===== src/tks_pkg.sv =====
// Shared types, character codes, token kinds and lookup functions of the token scanner.
package tks_pkg;

  // Result field widths.
  typedef logic [31:0] offset_t;
  typedef logic [15:0] length_t;

  // Keyword window: the first five identifier bytes.
  localparam int KW_COUNT   = 5;
  localparam int KW_MAX_LEN = 5;
  typedef logic [8*KW_MAX_LEN-1:0] kw_window_t;

  typedef enum logic [4:0] {
    KIND_END         = 5'd0,
    KIND_IDENT       = 5'd1,
    KIND_INT         = 5'd2,
    KIND_FLOAT       = 5'd3,
    KIND_STRING      = 5'd4,
    KIND_IF          = 5'd5,
    KIND_ELSE        = 5'd6,
    KIND_WHILE       = 5'd7,
    KIND_VAR         = 5'd8,
    KIND_CONST       = 5'd9,
    KIND_PLUS        = 5'd10,
    KIND_MINUS       = 5'd11,
    KIND_STAR        = 5'd12,
    KIND_SLASH       = 5'd13,
    KIND_ASSIGN      = 5'd14,
    KIND_EQUAL       = 5'd15,
    KIND_NOT         = 5'd16,
    KIND_NOT_EQUAL   = 5'd17,
    KIND_LESS        = 5'd18,
    KIND_LESS_EQ     = 5'd19,
    KIND_GREATER     = 5'd20,
    KIND_GREATER_EQ  = 5'd21,
    KIND_LBRACE      = 5'd22,
    KIND_RBRACE      = 5'd23,
    KIND_LPAREN      = 5'd24,
    KIND_RPAREN      = 5'd25,
    KIND_LSQUARE     = 5'd26,
    KIND_RSQUARE     = 5'd27,
    KIND_COMMA       = 5'd28,
    KIND_SEMI        = 5'd29,
    KIND_ERROR       = 5'd30
  } kind_e;

  // Scan modes, one-hot.
  typedef enum logic [11:0] {
    MODE_IDLE    = 12'b0000_0000_0001,
    MODE_IDENT   = 12'b0000_0000_0010,
    MODE_INT     = 12'b0000_0000_0100,
    MODE_FRAC    = 12'b0000_0000_1000,
    MODE_STRING  = 12'b0000_0001_0000,
    MODE_SLASH   = 12'b0000_0010_0000,
    MODE_COMMENT = 12'b0000_0100_0000,
    MODE_EQ      = 12'b0000_1000_0000,
    MODE_BANG    = 12'b0001_0000_0000,
    MODE_LT      = 12'b0010_0000_0000,
    MODE_GT      = 12'b0100_0000_0000,
    MODE_DONE    = 12'b1000_0000_0000
  } mode_e;

  typedef struct packed {
    kind_e   kind;
    offset_t start;
    length_t length;
    logic    last;
  } result_t;

  typedef struct packed {
    logic    valid;
    result_t res;
  } slot_t;

  // Result queue geometry.
  localparam int FIFO_DEPTH = 4;
  localparam int FIFO_PTR_W = $clog2(FIFO_DEPTH);
  localparam int FIFO_CNT_W = $clog2(FIFO_DEPTH + 1);
  typedef logic [FIFO_PTR_W-1:0] fifo_ptr_t;
  typedef logic [FIFO_CNT_W-1:0] fifo_cnt_t;

  // Character codes.
  localparam logic [7:0] CH_NUL     = 8'h00;
  localparam logic [7:0] CH_TAB     = 8'h09;
  localparam logic [7:0] CH_CR      = 8'h0d;
  localparam logic [7:0] CH_LF      = 8'h0a;
  localparam logic [7:0] CH_SPACE   = 8'h20;
  localparam logic [7:0] CH_BANG    = 8'h21;
  localparam logic [7:0] CH_QUOTE   = 8'h22;
  localparam logic [7:0] CH_LPAREN  = 8'h28;
  localparam logic [7:0] CH_RPAREN  = 8'h29;
  localparam logic [7:0] CH_STAR    = 8'h2a;
  localparam logic [7:0] CH_PLUS    = 8'h2b;
  localparam logic [7:0] CH_COMMA   = 8'h2c;
  localparam logic [7:0] CH_MINUS   = 8'h2d;
  localparam logic [7:0] CH_DOT     = 8'h2e;
  localparam logic [7:0] CH_SLASH   = 8'h2f;
  localparam logic [7:0] CH_ZERO    = 8'h30;
  localparam logic [7:0] CH_NINE    = 8'h39;
  localparam logic [7:0] CH_SEMI    = 8'h3b;
  localparam logic [7:0] CH_LT      = 8'h3c;
  localparam logic [7:0] CH_EQ      = 8'h3d;
  localparam logic [7:0] CH_GT      = 8'h3e;
  localparam logic [7:0] CH_UPPER_A = 8'h41;
  localparam logic [7:0] CH_UPPER_Z = 8'h5a;
  localparam logic [7:0] CH_LSQUARE = 8'h5b;
  localparam logic [7:0] CH_RSQUARE = 8'h5d;
  localparam logic [7:0] CH_UNDER   = 8'h5f;
  localparam logic [7:0] CH_LOWER_A = 8'h61;
  localparam logic [7:0] CH_LOWER_Z = 8'h7a;
  localparam logic [7:0] CH_LBRACE  = 8'h7b;
  localparam logic [7:0] CH_RBRACE  = 8'h7d;

  // Keywords, right-aligned in the window with zero fill above.
  localparam kw_window_t KW_TEXT [KW_COUNT] = '{
    40'h00_0000_6966,   // if
    40'h00_656c_7365,   // else
    40'h77_6869_6c65,   // while
    40'h00_0076_6172,   // var
    40'h63_6f6e_7374    // const
  };
  localparam logic [2:0] KW_LEN [KW_COUNT] = '{3'd2, 3'd4, 3'd5, 3'd3, 3'd5};
  localparam kind_e KW_KIND [KW_COUNT] = '{
    KIND_IF, KIND_ELSE, KIND_WHILE, KIND_VAR, KIND_CONST
  };

  function automatic logic is_space(logic [7:0] c);
    return (c == CH_SPACE) || ((c >= CH_TAB) && (c <= CH_CR));
  endfunction

  function automatic logic is_digit(logic [7:0] c);
    return (c >= CH_ZERO) && (c <= CH_NINE);
  endfunction

  function automatic logic is_alpha(logic [7:0] c);
    return ((c >= CH_LOWER_A) && (c <= CH_LOWER_Z)) ||
           ((c >= CH_UPPER_A) && (c <= CH_UPPER_Z));
  endfunction

  // len is the identifier length when it is at most five, else zero.
  function automatic kind_e kw_lookup(kw_window_t win, logic [2:0] len);
    kind_e kind;
    kind = KIND_IDENT;
    for (int k = 0; k < KW_COUNT; k++) begin
      if ((len == KW_LEN[k]) && (win == KW_TEXT[k])) begin
        kind = KW_KIND[k];
      end
    end
    return kind;
  endfunction

  // Kind of a byte that forms a complete token on its own.
  function automatic kind_e op_kind(logic [7:0] c);
    kind_e kind;
    case (c)
      CH_PLUS:    kind = KIND_PLUS;
      CH_MINUS:   kind = KIND_MINUS;
      CH_STAR:    kind = KIND_STAR;
      CH_LBRACE:  kind = KIND_LBRACE;
      CH_RBRACE:  kind = KIND_RBRACE;
      CH_LPAREN:  kind = KIND_LPAREN;
      CH_RPAREN:  kind = KIND_RPAREN;
      CH_LSQUARE: kind = KIND_LSQUARE;
      CH_RSQUARE: kind = KIND_RSQUARE;
      CH_COMMA:   kind = KIND_COMMA;
      CH_SEMI:    kind = KIND_SEMI;
      default:    kind = KIND_ERROR;
    endcase
    return kind;
  endfunction

endpackage


===== src/tks_in_if.sv =====
// Byte input channel of the token scanner.
interface tks_in_if;
  logic       valid;
  logic       ready;
  logic [7:0] text_byte;
  logic       end_mark;

  modport source (output valid, text_byte, end_mark, input ready);
  modport sink   (input valid, text_byte, end_mark, output ready);
endinterface


===== src/tks_out_if.sv =====
// Token output channel of the token scanner.
interface tks_out_if;
  logic        valid;
  logic        ready;
  logic [4:0]  token_kind;
  logic [31:0] start_offset;
  logic [15:0] text_length;
  logic        last_of_run;

  modport source (output valid, token_kind, start_offset, text_length, last_of_run,
                  input ready);
  modport sink   (input valid, token_kind, start_offset, text_length, last_of_run,
                  output ready);
endinterface


===== src/tks_scan_core.sv =====
// Scan state and per-byte next-state and token logic of the token scanner.
module tks_scan_core #(
  parameter int OFFSET_BITS = 32,
  parameter int LENGTH_BITS = 16
) (
  input  logic            clk_i,
  input  logic            rst_ni,
  input  logic            fire_i,
  input  logic [7:0]      text_byte_i,
  input  logic            end_mark_i,
  output tks_pkg::slot_t  slot0_o,
  output tks_pkg::slot_t  slot1_o
);

  typedef logic [OFFSET_BITS-1:0] pos_t;
  typedef logic [LENGTH_BITS-1:0] len_t;

  tks_pkg::mode_e      mode_q, mode_d;
  pos_t                pos_q, pos_d;
  pos_t                start_q, start_d;
  len_t                len_q, len_d;
  tks_pkg::kw_window_t win_q, win_d;

  logic [7:0] c;
  assign c = text_byte_i;

  // Token held open by the current mode.
  logic             flush_v;
  tks_pkg::result_t flush_res;
  logic [2:0]       short_len;

  assign short_len = (len_q <= len_t'(tks_pkg::KW_MAX_LEN)) ? len_q[2:0] : 3'd0;

  always_comb begin
    flush_v          = 1'b1;
    flush_res.kind   = tks_pkg::KIND_IDENT;
    flush_res.start  = tks_pkg::offset_t'(start_q);
    flush_res.length = tks_pkg::length_t'(1);
    flush_res.last   = 1'b0;
    case (mode_q)
      tks_pkg::MODE_IDENT: begin
        flush_res.kind   = tks_pkg::kw_lookup(win_q, short_len);
        flush_res.length = tks_pkg::length_t'(len_q);
      end
      tks_pkg::MODE_INT: begin
        flush_res.kind   = tks_pkg::KIND_INT;
        flush_res.length = tks_pkg::length_t'(len_q);
      end
      tks_pkg::MODE_FRAC: begin
        flush_res.kind   = tks_pkg::KIND_FLOAT;
        flush_res.length = tks_pkg::length_t'(len_q);
      end
      tks_pkg::MODE_STRING: begin
        flush_res.kind   = tks_pkg::KIND_STRING;
        flush_res.length = tks_pkg::length_t'(len_q);
      end
      tks_pkg::MODE_SLASH: flush_res.kind = tks_pkg::KIND_SLASH;
      tks_pkg::MODE_EQ:    flush_res.kind = tks_pkg::KIND_ASSIGN;
      tks_pkg::MODE_BANG:  flush_res.kind = tks_pkg::KIND_NOT;
      tks_pkg::MODE_LT:    flush_res.kind = tks_pkg::KIND_LESS;
      tks_pkg::MODE_GT:    flush_res.kind = tks_pkg::KIND_GREATER;
      default:             flush_v = 1'b0;
    endcase
  end

  // Two-character operator when '=' follows.
  tks_pkg::result_t pair_res;

  always_comb begin
    pair_res.start  = tks_pkg::offset_t'(start_q);
    pair_res.length = tks_pkg::length_t'(2);
    pair_res.last   = 1'b1;
    case (mode_q)
      tks_pkg::MODE_EQ:   pair_res.kind = tks_pkg::KIND_EQUAL;
      tks_pkg::MODE_BANG: pair_res.kind = tks_pkg::KIND_NOT_EQUAL;
      tks_pkg::MODE_LT:   pair_res.kind = tks_pkg::KIND_LESS_EQ;
      default:            pair_res.kind = tks_pkg::KIND_GREATER_EQ;
    endcase
  end

  // Byte that arrives between tokens.
  logic                idle_v;
  tks_pkg::result_t    idle_res;
  tks_pkg::mode_e      idle_mode;
  logic                idle_begin;
  pos_t                idle_start;
  len_t                idle_len;
  tks_pkg::kw_window_t idle_win;

  always_comb begin
    idle_v          = 1'b0;
    idle_res.kind   = tks_pkg::op_kind(c);
    idle_res.start  = tks_pkg::offset_t'(pos_q);
    idle_res.length = tks_pkg::length_t'(1);
    idle_res.last   = 1'b1;
    idle_mode       = tks_pkg::MODE_IDLE;
    idle_begin      = 1'b0;
    idle_start      = pos_q;
    idle_len        = len_t'(1);
    idle_win        = '0;
    if (tks_pkg::is_space(c)) begin
      idle_mode = tks_pkg::MODE_IDLE;
    end else if (tks_pkg::is_alpha(c)) begin
      idle_begin = 1'b1;
      idle_mode  = tks_pkg::MODE_IDENT;
      idle_win   = tks_pkg::kw_window_t'(c);
    end else if (tks_pkg::is_digit(c)) begin
      idle_begin = 1'b1;
      idle_mode  = tks_pkg::MODE_INT;
    end else begin
      case (c)
        tks_pkg::CH_NUL: begin
          idle_v          = 1'b1;
          idle_res.kind   = tks_pkg::KIND_END;
          idle_res.length = '0;
          idle_mode       = tks_pkg::MODE_DONE;
        end
        tks_pkg::CH_QUOTE: begin
          idle_begin = 1'b1;
          idle_mode  = tks_pkg::MODE_STRING;
          idle_start = pos_q + pos_t'(1);
          idle_len   = '0;
        end
        tks_pkg::CH_SLASH: begin
          idle_begin = 1'b1;
          idle_mode  = tks_pkg::MODE_SLASH;
        end
        tks_pkg::CH_EQ: begin
          idle_begin = 1'b1;
          idle_mode  = tks_pkg::MODE_EQ;
        end
        tks_pkg::CH_BANG: begin
          idle_begin = 1'b1;
          idle_mode  = tks_pkg::MODE_BANG;
        end
        tks_pkg::CH_LT: begin
          idle_begin = 1'b1;
          idle_mode  = tks_pkg::MODE_LT;
        end
        tks_pkg::CH_GT: begin
          idle_begin = 1'b1;
          idle_mode  = tks_pkg::MODE_GT;
        end
        default: idle_v = 1'b1;
      endcase
    end
  end

  // Next state and up to two results.
  logic             a_v, b_v;
  tks_pkg::result_t a_res, b_res;
  logic             do_flush, do_idle, do_grow, grow_ident;

  always_comb begin
    mode_d     = mode_q;
    pos_d      = pos_q;
    start_d    = start_q;
    len_d      = len_q;
    win_d      = win_q;
    a_v        = 1'b0;
    a_res      = flush_res;
    b_v        = 1'b0;
    b_res      = idle_res;
    do_flush   = 1'b0;
    do_idle    = 1'b0;
    do_grow    = 1'b0;
    grow_ident = 1'b0;

    if (fire_i && end_mark_i) begin
      a_v = flush_v;
      if (mode_q != tks_pkg::MODE_DONE) begin
        b_v            = 1'b1;
        b_res.kind     = tks_pkg::KIND_END;
        b_res.start    = tks_pkg::offset_t'(pos_q);
        b_res.length   = '0;
      end
      mode_d  = tks_pkg::MODE_IDLE;
      pos_d   = '0;
      start_d = '0;
      len_d   = '0;
      win_d   = '0;
    end else if (fire_i) begin
      pos_d = pos_q + pos_t'(1);
      case (mode_q)
        tks_pkg::MODE_IDENT: begin
          if (tks_pkg::is_alpha(c) || tks_pkg::is_digit(c) || (c == tks_pkg::CH_UNDER)) begin
            do_grow    = 1'b1;
            grow_ident = 1'b1;
          end else begin
            do_flush = 1'b1;
            do_idle  = 1'b1;
          end
        end
        tks_pkg::MODE_INT: begin
          if (tks_pkg::is_digit(c)) begin
            do_grow = 1'b1;
          end else if (c == tks_pkg::CH_DOT) begin
            do_grow = 1'b1;
            mode_d  = tks_pkg::MODE_FRAC;
          end else begin
            do_flush = 1'b1;
            do_idle  = 1'b1;
          end
        end
        tks_pkg::MODE_FRAC: begin
          if (tks_pkg::is_digit(c)) begin
            do_grow = 1'b1;
          end else begin
            do_flush = 1'b1;
            do_idle  = 1'b1;
          end
        end
        tks_pkg::MODE_STRING: begin
          if (c == tks_pkg::CH_QUOTE) begin
            do_flush = 1'b1;
          end else begin
            do_grow = 1'b1;
          end
        end
        tks_pkg::MODE_SLASH: begin
          if (c == tks_pkg::CH_SLASH) begin
            mode_d = tks_pkg::MODE_COMMENT;
          end else begin
            do_flush = 1'b1;
            do_idle  = 1'b1;
          end
        end
        tks_pkg::MODE_COMMENT: begin
          if (c == tks_pkg::CH_LF) begin
            mode_d = tks_pkg::MODE_IDLE;
          end
        end
        tks_pkg::MODE_EQ, tks_pkg::MODE_BANG, tks_pkg::MODE_LT, tks_pkg::MODE_GT: begin
          if (c == tks_pkg::CH_EQ) begin
            a_v    = 1'b1;
            a_res  = pair_res;
            mode_d = tks_pkg::MODE_IDLE;
          end else begin
            do_flush = 1'b1;
            do_idle  = 1'b1;
          end
        end
        tks_pkg::MODE_DONE: mode_d = tks_pkg::MODE_DONE;
        default:            do_idle = 1'b1;
      endcase

      if (do_grow) begin
        if (grow_ident && (len_q < len_t'(tks_pkg::KW_MAX_LEN))) begin
          win_d = {win_q[8*tks_pkg::KW_MAX_LEN-9:0], c};
        end
        if (len_q != '1) begin
          len_d = len_q + len_t'(1);
        end
      end

      if (do_flush) begin
        a_v    = 1'b1;
        mode_d = tks_pkg::MODE_IDLE;
      end

      if (do_idle) begin
        b_v    = idle_v;
        mode_d = idle_mode;
        if (idle_begin) begin
          start_d = idle_start;
          len_d   = idle_len;
          win_d   = idle_win;
        end
      end
    end
  end

  // Pack results in order; mark the final one of this byte.
  always_comb begin
    slot0_o.valid    = a_v | b_v;
    slot0_o.res      = a_v ? a_res : b_res;
    slot0_o.res.last = a_v ? !b_v : 1'b1;
    slot1_o.valid    = a_v & b_v;
    slot1_o.res      = b_res;
    slot1_o.res.last = 1'b1;
  end

  always_ff @(posedge clk_i or negedge rst_ni) begin
    if (!rst_ni) begin
      mode_q  <= tks_pkg::MODE_IDLE;
      pos_q   <= '0;
      start_q <= '0;
      len_q   <= '0;
      win_q   <= '0;
    end else begin
      mode_q  <= mode_d;
      pos_q   <= pos_d;
      start_q <= start_d;
      len_q   <= len_d;
      win_q   <= win_d;
    end
  end

endmodule


===== src/tks_result_fifo.sv =====
// Small result queue: up to two writes and one read per cycle.
module tks_result_fifo (
  input  logic             clk_i,
  input  logic             rst_ni,
  input  tks_pkg::slot_t   slot0_i,
  input  tks_pkg::slot_t   slot1_i,
  input  logic             pop_i,
  output tks_pkg::result_t head_o,
  output logic             valid_o,
  output logic             room_o
);

  tks_pkg::result_t   entry_q [tks_pkg::FIFO_DEPTH];
  tks_pkg::fifo_ptr_t wr_ptr_q, rd_ptr_q;
  tks_pkg::fifo_cnt_t count_q;
  tks_pkg::fifo_cnt_t push_n;
  logic               pop;

  assign push_n  = tks_pkg::fifo_cnt_t'(slot0_i.valid) + tks_pkg::fifo_cnt_t'(slot1_i.valid);
  assign valid_o = (count_q != '0);
  assign pop     = pop_i & valid_o;
  assign head_o  = entry_q[rd_ptr_q];
  // Room for a full two-result write.
  assign room_o  = (count_q <= tks_pkg::fifo_cnt_t'(tks_pkg::FIFO_DEPTH - 2));

  always_ff @(posedge clk_i) begin
    if (slot0_i.valid) begin
      entry_q[wr_ptr_q] <= slot0_i.res;
    end
    if (slot1_i.valid) begin
      entry_q[wr_ptr_q + tks_pkg::fifo_ptr_t'(1)] <= slot1_i.res;
    end
  end

  always_ff @(posedge clk_i or negedge rst_ni) begin
    if (!rst_ni) begin
      wr_ptr_q <= '0;
      rd_ptr_q <= '0;
      count_q  <= '0;
    end else begin
      wr_ptr_q <= wr_ptr_q + tks_pkg::fifo_ptr_t'(push_n);
      if (pop) begin
        rd_ptr_q <= rd_ptr_q + tks_pkg::fifo_ptr_t'(1);
      end
      count_q <= count_q + push_n - tks_pkg::fifo_cnt_t'(pop);
    end
  end

endmodule


===== src/token_scanner.sv =====
// Top level of the token scanner: input register, scan core and result queue.
//
// Usage: source text enters on in_i one byte per beat (text_byte), or an
// end_mark beat that closes the stream. Tokens leave on out_o as kind,
// start offset and length; last_of_run flags the final token caused by
// one input beat. A byte causes zero, one or two tokens.
// Path: an accepted byte waits in the input register until the queue has
// room, is then scanned, and its tokens are registered in the queue for out_o.
// Throughput: one byte per cycle when the queue has room; a scan is a single
// pass of logic between the input register and a four-entry result queue.
// Bytes that yield two tokens need two output beats, so a long run of them
// limits input to the output rate.
// Stall: when out_o is not ready the queue fills; once it lacks room for
// two tokens the input register holds its byte and in_i.ready drops.
// Reset: scanner idle between tokens at offset 0, queue empty. An end_mark
// beat also returns the scan state to offset 0 for the next stream.
module token_scanner #(
  parameter int OFFSET_BITS = 32,
  parameter int LENGTH_BITS = 16
) (
  input  logic         clk_i,
  input  logic         rst_ni,
  tks_in_if.sink       in_i,
  tks_out_if.source    out_o
);

  // Input register: hold one byte beat until the core can take it.
  logic       in_valid_q;
  logic [7:0] in_byte_q;
  logic       in_end_q;
  logic       advance;
  logic       room;

  assign advance    = in_valid_q & room;
  assign in_i.ready = !in_valid_q || advance;

  always_ff @(posedge clk_i or negedge rst_ni) begin
    if (!rst_ni) begin
      in_valid_q <= 1'b0;
    end else if (in_i.ready) begin
      in_valid_q <= in_i.valid;
    end
  end

  always_ff @(posedge clk_i) begin
    if (in_i.ready && in_i.valid) begin
      in_byte_q <= in_i.text_byte;
      in_end_q  <= in_i.end_mark;
    end
  end

  // Scan one byte per advance; results land in the queue at the same edge.
  tks_pkg::slot_t slot0, slot1;

  tks_scan_core #(
    .OFFSET_BITS (OFFSET_BITS),
    .LENGTH_BITS (LENGTH_BITS)
  ) u_core (
    .clk_i       (clk_i),
    .rst_ni      (rst_ni),
    .fire_i      (advance),
    .text_byte_i (in_byte_q),
    .end_mark_i  (in_end_q),
    .slot0_o     (slot0),
    .slot1_o     (slot1)
  );

  // Result queue decouples the scan from output stalls.
  tks_pkg::result_t head;
  logic             head_valid;

  tks_result_fifo u_fifo (
    .clk_i   (clk_i),
    .rst_ni  (rst_ni),
    .slot0_i (slot0),
    .slot1_i (slot1),
    .pop_i   (out_o.ready),
    .head_o  (head),
    .valid_o (head_valid),
    .room_o  (room)
  );

  assign out_o.valid        = head_valid;
  assign out_o.token_kind   = head.kind;
  assign out_o.start_offset = head.start;
  assign out_o.text_length  = head.length;
  assign out_o.last_of_run  = head.last;

endmodule


===== src/flat_wrapper.sv =====
// flat-port wrapper written by rule: the top's interface ports become plain ports
module token_scanner_flat 
#(
  parameter int OFFSET_BITS = 32,
  parameter int LENGTH_BITS = 16
)
  (clk_i, rst_ni, in_i_valid, in_i_text_byte, in_i_end_mark, in_i_ready, out_o_valid, out_o_token_kind, out_o_start_offset, out_o_text_length, out_o_last_of_run, out_o_ready);
  tks_in_if in_i_i ();
  tks_out_if out_o_i ();
  input  logic clk_i;
  input  logic rst_ni;
  input wire logic [$bits(in_i_i.valid)-1:0] in_i_valid;
  input wire logic [$bits(in_i_i.text_byte)-1:0] in_i_text_byte;
  input wire logic [$bits(in_i_i.end_mark)-1:0] in_i_end_mark;
  output wire logic [$bits(in_i_i.ready)-1:0] in_i_ready;
  output wire logic [$bits(out_o_i.valid)-1:0] out_o_valid;
  output wire logic [$bits(out_o_i.token_kind)-1:0] out_o_token_kind;
  output wire logic [$bits(out_o_i.start_offset)-1:0] out_o_start_offset;
  output wire logic [$bits(out_o_i.text_length)-1:0] out_o_text_length;
  output wire logic [$bits(out_o_i.last_of_run)-1:0] out_o_last_of_run;
  input wire logic [$bits(out_o_i.ready)-1:0] out_o_ready;
  assign in_i_i.valid = in_i_valid;
  assign in_i_i.text_byte = in_i_text_byte;
  assign in_i_i.end_mark = in_i_end_mark;
  assign in_i_ready = in_i_i.ready;
  assign out_o_valid = out_o_i.valid;
  assign out_o_token_kind = out_o_i.token_kind;
  assign out_o_start_offset = out_o_i.start_offset;
  assign out_o_text_length = out_o_i.text_length;
  assign out_o_last_of_run = out_o_i.last_of_run;
  assign out_o_i.ready = out_o_ready;
  token_scanner #(.OFFSET_BITS(OFFSET_BITS), .LENGTH_BITS(LENGTH_BITS)) u_core (.clk_i(clk_i), .rst_ni(rst_ni), .in_i(in_i_i), .out_o(out_o_i));
endmodule

===== config.mk =====
export PLATFORM = sky130hd
export DESIGN_NAME = token_scanner_flat
export DESIGN_NICKNAME = d
export VERILOG_FILES = /design/src/tks_pkg.sv /design/src/tks_in_if.sv /design/src/tks_out_if.sv /design/src/tks_scan_core.sv /design/src/tks_result_fifo.sv /design/src/token_scanner.sv /design/src/flat_wrapper.sv
export SDC_FILE = /design/constraint.sdc
export NUM_CORES = 1
export LEC_CHECK = 0
export BUFFER_PORTS_ARGS = -buffer_cell sky130_fd_sc_hd__buf_2
export CAP_MARGIN = 20
export CORE_MARGIN = 2
export CORE_UTILIZATION = 55
export DETAILED_ROUTE_END_ITERATION = 8
export PLACE_DENSITY_LB_ADDON = 0.12
export SLEW_MARGIN = 20
export SYNTH_ARGS = -nofsm -noshare
export SYNTH_HDL_FRONTEND = slang
export SYNTH_SLANG_ARGS = --single-unit

===== constraint.sdc =====
create_clock -name clk_i -period 6.7 [get_ports clk_i]
set_clock_uncertainty 0.05 [all_clocks]
set_input_delay 0.67 -clock clk_i [delete_from_list [all_inputs] [get_ports clk_i]]
set_output_delay 0.67 -clock clk_i [all_outputs]
set_load 0.02 [all_outputs]

==> flow_summary.json, run 1 <==
{
  "finalPower_mw": 7.62,
  "synth_area_sq_mm": 0.0185,
  "stdcell_area_sq_mm": 0.0203,
  "post_drt_wl_per_cell_um": 23.4,
  "drive_gt1_frac": 0.142,
  "synth_cell_types": 87,
  "antennaDiodeCount": 0,
  "drt_pass1_iterations": 6,
  "clk_latency_ps": 540,
  "fin_util": 0.610,
  "arrival_ps": 5700,
  "ys_warn_count": 0,
  "final_nets": 1710,
  "viasPerCell": 6.54,
  "rsz0062_at_grt": "no",
  "post-place-ws_ps": 1460,
  "layout_setup_ws_ps": 1350,
  "multi_input_area_sq_mm": 0.00821,
  "power.leakage_nw": 7.45,
  "num_rows": 67,
  "cts_buffer_depth": 3,
  "syn_inst": 1700,
  "cts-hold-fix-buffers": 0,
  "area.sequential_sq_mm": 0.00963,
  "max-slew-margin-rel": 0.360,
  "port_buffers": 68,
  "crit_required_ps": 7050,
  "grt_max_degree": 82,
  "crit_path_end_kind": "register",
  "outcome": "completed",
  "drt_iter0_drc": 1424,
  "cts_setup_buffers": 0,
  "cp-start-kind": "register",
  "initial_utilization": 0.555,
  "num_vias": 14200,
  "p_per_area_mw_per_mm2": 375,
  "root_buffer": "clkbuf_16",
  "finalNonFillerCells": 2163,
  "die_w_um": 188,
  "post-dp-hpwl_um": 32500,
  "ys.flop_type": "edfxtp_1",
  "die-area_sq_mm": 0.0352,
  "grt_use_total": 0.289,
  "r2r_cells": 14,
  "routed_wl_um": 50500,
  "core_sq_mm": 0.0334,
  "final_antenna_net_count": 0,
  "gp_congestion": 0.917,
  "grt_pass1_wl_um": 80200,
  "max_slew.worst_pin.slew_ps": 948,
  "postSynthNetCount": 1725,
  "die_h_um": 188,
  "yosysSeqAreaShare": 0.519,
  "grt_pass1_vias": 13800,
  "dpl-instance-area_sq_mm": 0.0191,
  "synth_seq_cells": 365,
  "period_share": 0.798,
  "critical_path_class": "reg -> reg",
  "syn_avg_cell_area_sq_um": 10.9,
  "postSynth.asyncResetShare": 0.384,
  "synth-edff-count": 161,
  "tns_ps": 0,
  "ir_worst_vdd_uv": 221,
  "ctsResizeCount": 0,
  "grt_overflow": 0,
  "ios": 69,
  "r2r-start": "u_core.in_byte_q[2]",
  "clock.fmax_mhz": 187,
  "setup_viol": 0,
  "hp-class": "in -> async",
  "max_cap_violations": 0,
  "cts_tree": "built",
  "timing.hold.ws_ps": 83.9,
  "r2r_end": "u_core.u_fifo.entry_q[1][22]",
  "min_period_ps": 5350,
  "regToRegSetupSlack_ps": 1350,
  "route.detailed.drc": 0,
  "fillers": 2764,
  "cts-buffers-inserted": 39,
  "antenna_found_initial": 0,
  "finalHoldViolCount": 0,
  "placedCellCount": 2092,
  "h-tree-depth": 2,
  "slew_viol_final": 0,
  "worstPathMaxFanout": 32,
  "clock-sinks": 365,
  "cts.clk_slew.worst_paths_ps": 60,
  "areaGrowthSynthToFinish_pct": 9.76
}
[power by group]
group | internal (mW) | switching (mW) | leakage, nW
combinational | 0.799 | 1.58 | 2.95
clock | 1.24 | 0.879 | 0.622
sequential | 2.77 | 0.347 | 3.87
total | 4.81 | 2.81 | 7.45
[state kept, by name, indices dropped and copies added (netlist names)]
signal	count
u_core.in_byte_q	8
u_core.in_end_q	1
u_core.in_valid_q	1
u_core.u_core.len_q	16
u_core.u_core.mode_q	12
u_core.u_core.pos_q	32
u_core.u_core.start_q	32
u_core.u_core.win_q	40
u_core.u_fifo.count_q	3
u_core.u_fifo.entry_q	216
u_core.u_fifo.rd_ptr_q	2
u_core.u_fifo.wr_ptr_q	2
[final cells by class]
cell class              instances  share of cell area
clock buffers                  65              0.0595
clock inverters                 6             0.00338
inverters                      27             0.00498
multi-input cells            1155               0.404
flip-flops and latches        365               0.473
well taps                     448              0.0276
repair buffers                 97              0.0277
[placed cells by master, fill, tap and decap left out, types with 27 or more instances in the layout]
| cell | instances |
|---|---|
| a22o_1 | 164 |
| dfxtp_1 | 64 |
| edfxtp_1 | 161 |
| nor2_1 | 91 |
| nor3_1 | 44 |
| dfrtp_1 | 137 |
| buf_2 | 67 |
| nand3_1 | 54 |
| xnor2_1 | 34 |
| nor4_1 | 27 |
| mux4_2 | 54 |
| buf_4 | 29 |
| a21oi_1 | 39 |
| nand2_1 | 194 |
| o21ai_0 | 100 |
| nand4_1 | 31 |
| clkbuf_16 | 42 |
[worst max path at each step]
stage	slack (ps)	cells past startpoint	from	to
finish	1350	14	u_core.in_byte_q[2]	u_core.u_fifo.entry_q[1][22]
global placement	1540	13	u_core.u_core.mode_q[9]	u_core.u_fifo.entry_q[1][27]
detailed placement	1460	13	u_core.in_byte_q[2]	u_core.u_fifo.entry_q[1][28]
global route	980	14	u_core.in_byte_q[2]	u_core.u_fifo.entry_q[3][18]
CTS	1430	13	u_core.u_core.mode_q[9]	u_core.u_fifo.entry_q[1][22]
floorplan	1650	17	u_core.u_core.mode_q[9]	u_core.u_fifo.entry_q[2][1]
[worst max-delay path, cell delays in order, from the launching register on]
cell and delay (ps):
edfxtp_1 670, or4_1 630, o21bai_1 280, a211oi_2 160, o221ai_4 400, nor2_2 140, or4_1 600, a21oi_1 230
ha_1 330, nor2_1 90, a21oi_1 190, nand2_1 460, a21oi_2 260, buf_4 460, a22o_1 220
[cell families after synthesis]
kind of cell	Yosys count	synth area share
xor gates and xnor gates	54	0.0255
adders and majority gates	12	0.00851
muxes	67	0.0728
DFF	365	0.519
and+or+nand+nor	556	0.149
AOI/OAI and AO/OA	466	0.185
buffers and inverters	180	0.0396
[synthesized netlist by cell type (10+ instances only)]
| library cell | n | share of area |
|---|---|---|
| o22ai_1 | 26 | 0.0088 |
| nor2b_1 | 10 | 0.0034 |
| a22o_1 | 164 | 0.078 |
| mux4_2 | 54 | 0.066 |
| dfxtp_1 | 64 | 0.069 |
| ha_1 | 11 | 0.0074 |
| edfxtp_1 | 161 | 0.26 |
| inv_1 | 25 | 0.0051 |
| and2_1 | 10 | 0.0034 |
| nand2b_1 | 12 | 0.0041 |
| a21oi_1 | 42 | 0.011 |
| nand4_1 | 31 | 0.010 |
| nor3_1 | 45 | 0.012 |
| mux2i_1 | 11 | 0.0059 |
| clkbuf_1 | 112 | 0.023 |
| nand2_1 | 195 | 0.039 |
| xor2_1 | 20 | 0.0095 |
| and3_1 | 17 | 0.0057 |
| xnor2_1 | 34 | 0.016 |
| o311ai_0 | 15 | 0.0071 |
| a21o_1 | 13 | 0.0053 |
| dfrtp_1 | 139 | 0.19 |
| and4_1 | 10 | 0.0047 |
| nand3_1 | 54 | 0.015 |
| o2bb2ai_1 | 15 | 0.0071 |
| buf_2 | 29 | 0.0078 |
| o21ai_0 | 100 | 0.027 |
| nor2_1 | 91 | 0.018 |
| o21ai_1 | 17 | 0.0046 |
| nor4_1 | 27 | 0.0091 |
[routing by layer]
metal | global-route usage | up-vias | part of all wire
li1 | - | 6456 | -
met1 | 0.405 | 7073 | 0.43
met2 | 0.470 | 529 | 0.48
met3 | 0.0408 | 94 | 0.067
met4 | 0.0924 | 0 | 0.028
met5 | 0 | - | 0
(Power assumes the default switching activity.)
==> inputs of run 2 (changes only) <==
==> constraint.sdc (replaced) <==
create_clock -name clk_i -period 5.45 [get_ports clk_i]
set_clock_uncertainty 0.05 [all_clocks]
set_input_delay 0.545 -clock clk_i [delete_from_list [all_inputs] [get_ports clk_i]]
set_output_delay 0.545 -clock clk_i [all_outputs]
set_load 0.02 [all_outputs]
==> run 2 against run 1 <==
Compared with the run above:
- utilization increased by 0.26 points
- final area rose by 0.43%
- clock-buffer cell count stayed put
- critical path type unchanged
- largest cell class unchanged
- highest routed layer unchanged
==> flow_summary.json, run 2 (synthesis gave the netlist of run 1 again) <==
{
  "min_period_ps": 4940,
  "viasPerCell": 6.61,
  "final_nets": 1719,
  "initial_utilization": 0.555,
  "fillers": 2780,
  "period_share": 0.907,
  "hp-class": "in -> async",
  "die-area_sq_mm": 0.0352,
  "tns_ps": 0,
  "crit_required_ps": 5800,
  "clock-sinks": 365,
  "finalHoldViolCount": 0,
  "routed_wl_um": 52000,
  "ctsResizeCount": 0,
  "wl_met2_um": 24600,
  "h-tree-depth": 2,
  "crit_path_end_kind": "register",
  "largest_registers": "u_core.u_fifo.entry_q x216, u_core.u_core.win_q x40",
  "cts-hold-fix-buffers": 0,
  "grt_use_total": 0.297,
  "cp-start-kind": "register",
  "gp_congestion": 0.950,
  "grt_max_degree": 95,
  "cpPeakStageDelay_ps": 680,
  "drt_iter0_drc": 1439,
  "root_buffer": "clkbuf_16",
  "outcome": "completed",
  "antennaDiodeCount": 0,
  "core_sq_mm": 0.0334,
  "regToRegSetupSlack_ps": 510,
  "clock.fmax_mhz": 202,
  "drive_gt1_frac": 0.144,
  "m1WireLength_um": 21400,
  "cts_setup_buffers": 0,
  "regMostFlops": "u_core.u_fifo.entry_q",
  "num_rows": 67,
  "rsz0062_at_grt": "no",
  "slowest_stage": "or4_1",
  "cts-buffers-inserted": 40,
  "cts.clk_slew.worst_paths_ps": 60,
  "grt_pass1_vias": 14000,
  "final_antenna_net_count": 0,
  "largest_reg_flops": 216,
  "grt_pass1_wl_um": 81300,
  "arrival_ps": 5290,
  "areaGrowthSynthToFinish_pct": 10.2,
  "power.leakage_nw": 7.48,
  "met3WireLength_um": 3980,
  "timing.hold.ws_ps": 44.6,
  "finalNonFillerCells": 2172,
  "slew_viol_final": 0,
  "route.detailed.drc": 0,
  "max-slew-margin-rel": 0.257,
  "p_per_area_mw_per_mm2": 464,
  "area.sequential_sq_mm": 0.00963,
  "placedCellCount": 2100,
  "ios": 69,
  "num_vias": 14300,
  "drt_pass1_iterations": 6,
  "ir_worst_vdd_uv": 296,
  "clk_latency_ps": 540,
  "crit_chain": "or4_1 -> o21bai_1 -> a211oi_2 -> o221ai_4 -> nor2_2 -> or4_1 -> a21oi_1 -> ha_1 -> nand2_1 -> inv_1 -> a21oi_1 -> a21oi_2 -> buf_4 -> a22o_1",
  "worstPathMaxFanout": 32,
  "die_h_um": 188,
  "setup_viol": 0,
  "post-dp-hpwl_um": 32300,
  "routed.top_layer": "met4",
  "port_buffers": 68,
  "multi_input_area_sq_mm": 0.00820,
  "cts_buffer_depth": 3,
  "layout_common_cells": "nand2_1, a22o_1, edfxtp_1",
  "cts_tree": "built",
  "max_cap_violations": 0,
  "post_drt_wl_per_cell_um": 23.9,
  "antenna_found_initial": 0,
  "max_slew.worst_pin.slew_ps": 1110,
  "critical_path_class": "reg -> reg",
  "final_common_cell": "nand2_1",
  "grt_overflow": 0,
  "die_w_um": 188
}
## run 2: routing by layer
layer,vias up,global-route usage
li1,6476,-
met1,7071,0.406
met2,661,0.476
met3,139,0.0543
met4,0,0.114
met5,-,0
## run 2: worst paths after layout
check,start,end,cells after the start
max,u_core.in_byte_q[1],u_core.u_fifo.entry_q[0][29],14
min,rst_ni,u_core.u_fifo.count_q[0],1
max reg2reg,u_core.in_byte_q[1],u_core.u_fifo.entry_q[0][29],14
min reg2reg,u_core.u_fifo.entry_q[2][9],u_core.u_fifo.entry_q[2][9],2
max in group asynchronous,rst_ni,u_core.u_core.win_q[5],2
min in group clk_i,in_i_text_byte[3],u_core.in_byte_q[3],1
## run 2: worst max-delay path, delay by kind of cell (launching register included)
kind | cells | cell delay, ps
compound gates | 7 | 1590
fa+ha+maj | 1 | 330
buf+inv | 2 | 600
flops | 1 | 630
simple gates | 4 | 1580
## run 2: power breakdown
group / leakage [nW] / internal, mW / switching, mW / total (mW)
logic: 2.99 / 1.03 / 1.97 / 3.00
clock network: 0.611 / 1.54 / 1.07 / 2.61
registers: 3.87 / 3.41 / 0.462 / 3.87
total: 7.48 / 5.97 / 3.51 / 9.48
## run 2: final cells by class
| class | instances | share of cell area |
|---|---|---|
| Multi-Input combinational cell | 1155 | 0.402 |
| Clock inverter | 7 | 0.00355 |
| Sequential cell | 365 | 0.471 |
| Timing Repair Buffer | 105 | 0.0330 |
| Inverter | 27 | 0.00496 |
| Tap cell | 448 | 0.0274 |
| Clock buffer | 65 | 0.0581 |
## run 2: metrics by stage
stage	utilization	cell area, sq um	total power [mW]	setup WS [ps]
final	0.612	20400	9.48	507
after global routing	0.612	20400	9.91	118
after CTS	0.612	20400	9.50	581
after detailed placement	0.574	19200	6.90	617
after global placement	0.574	19200	6.86	731
after floorplan	-	18500	5.81	402
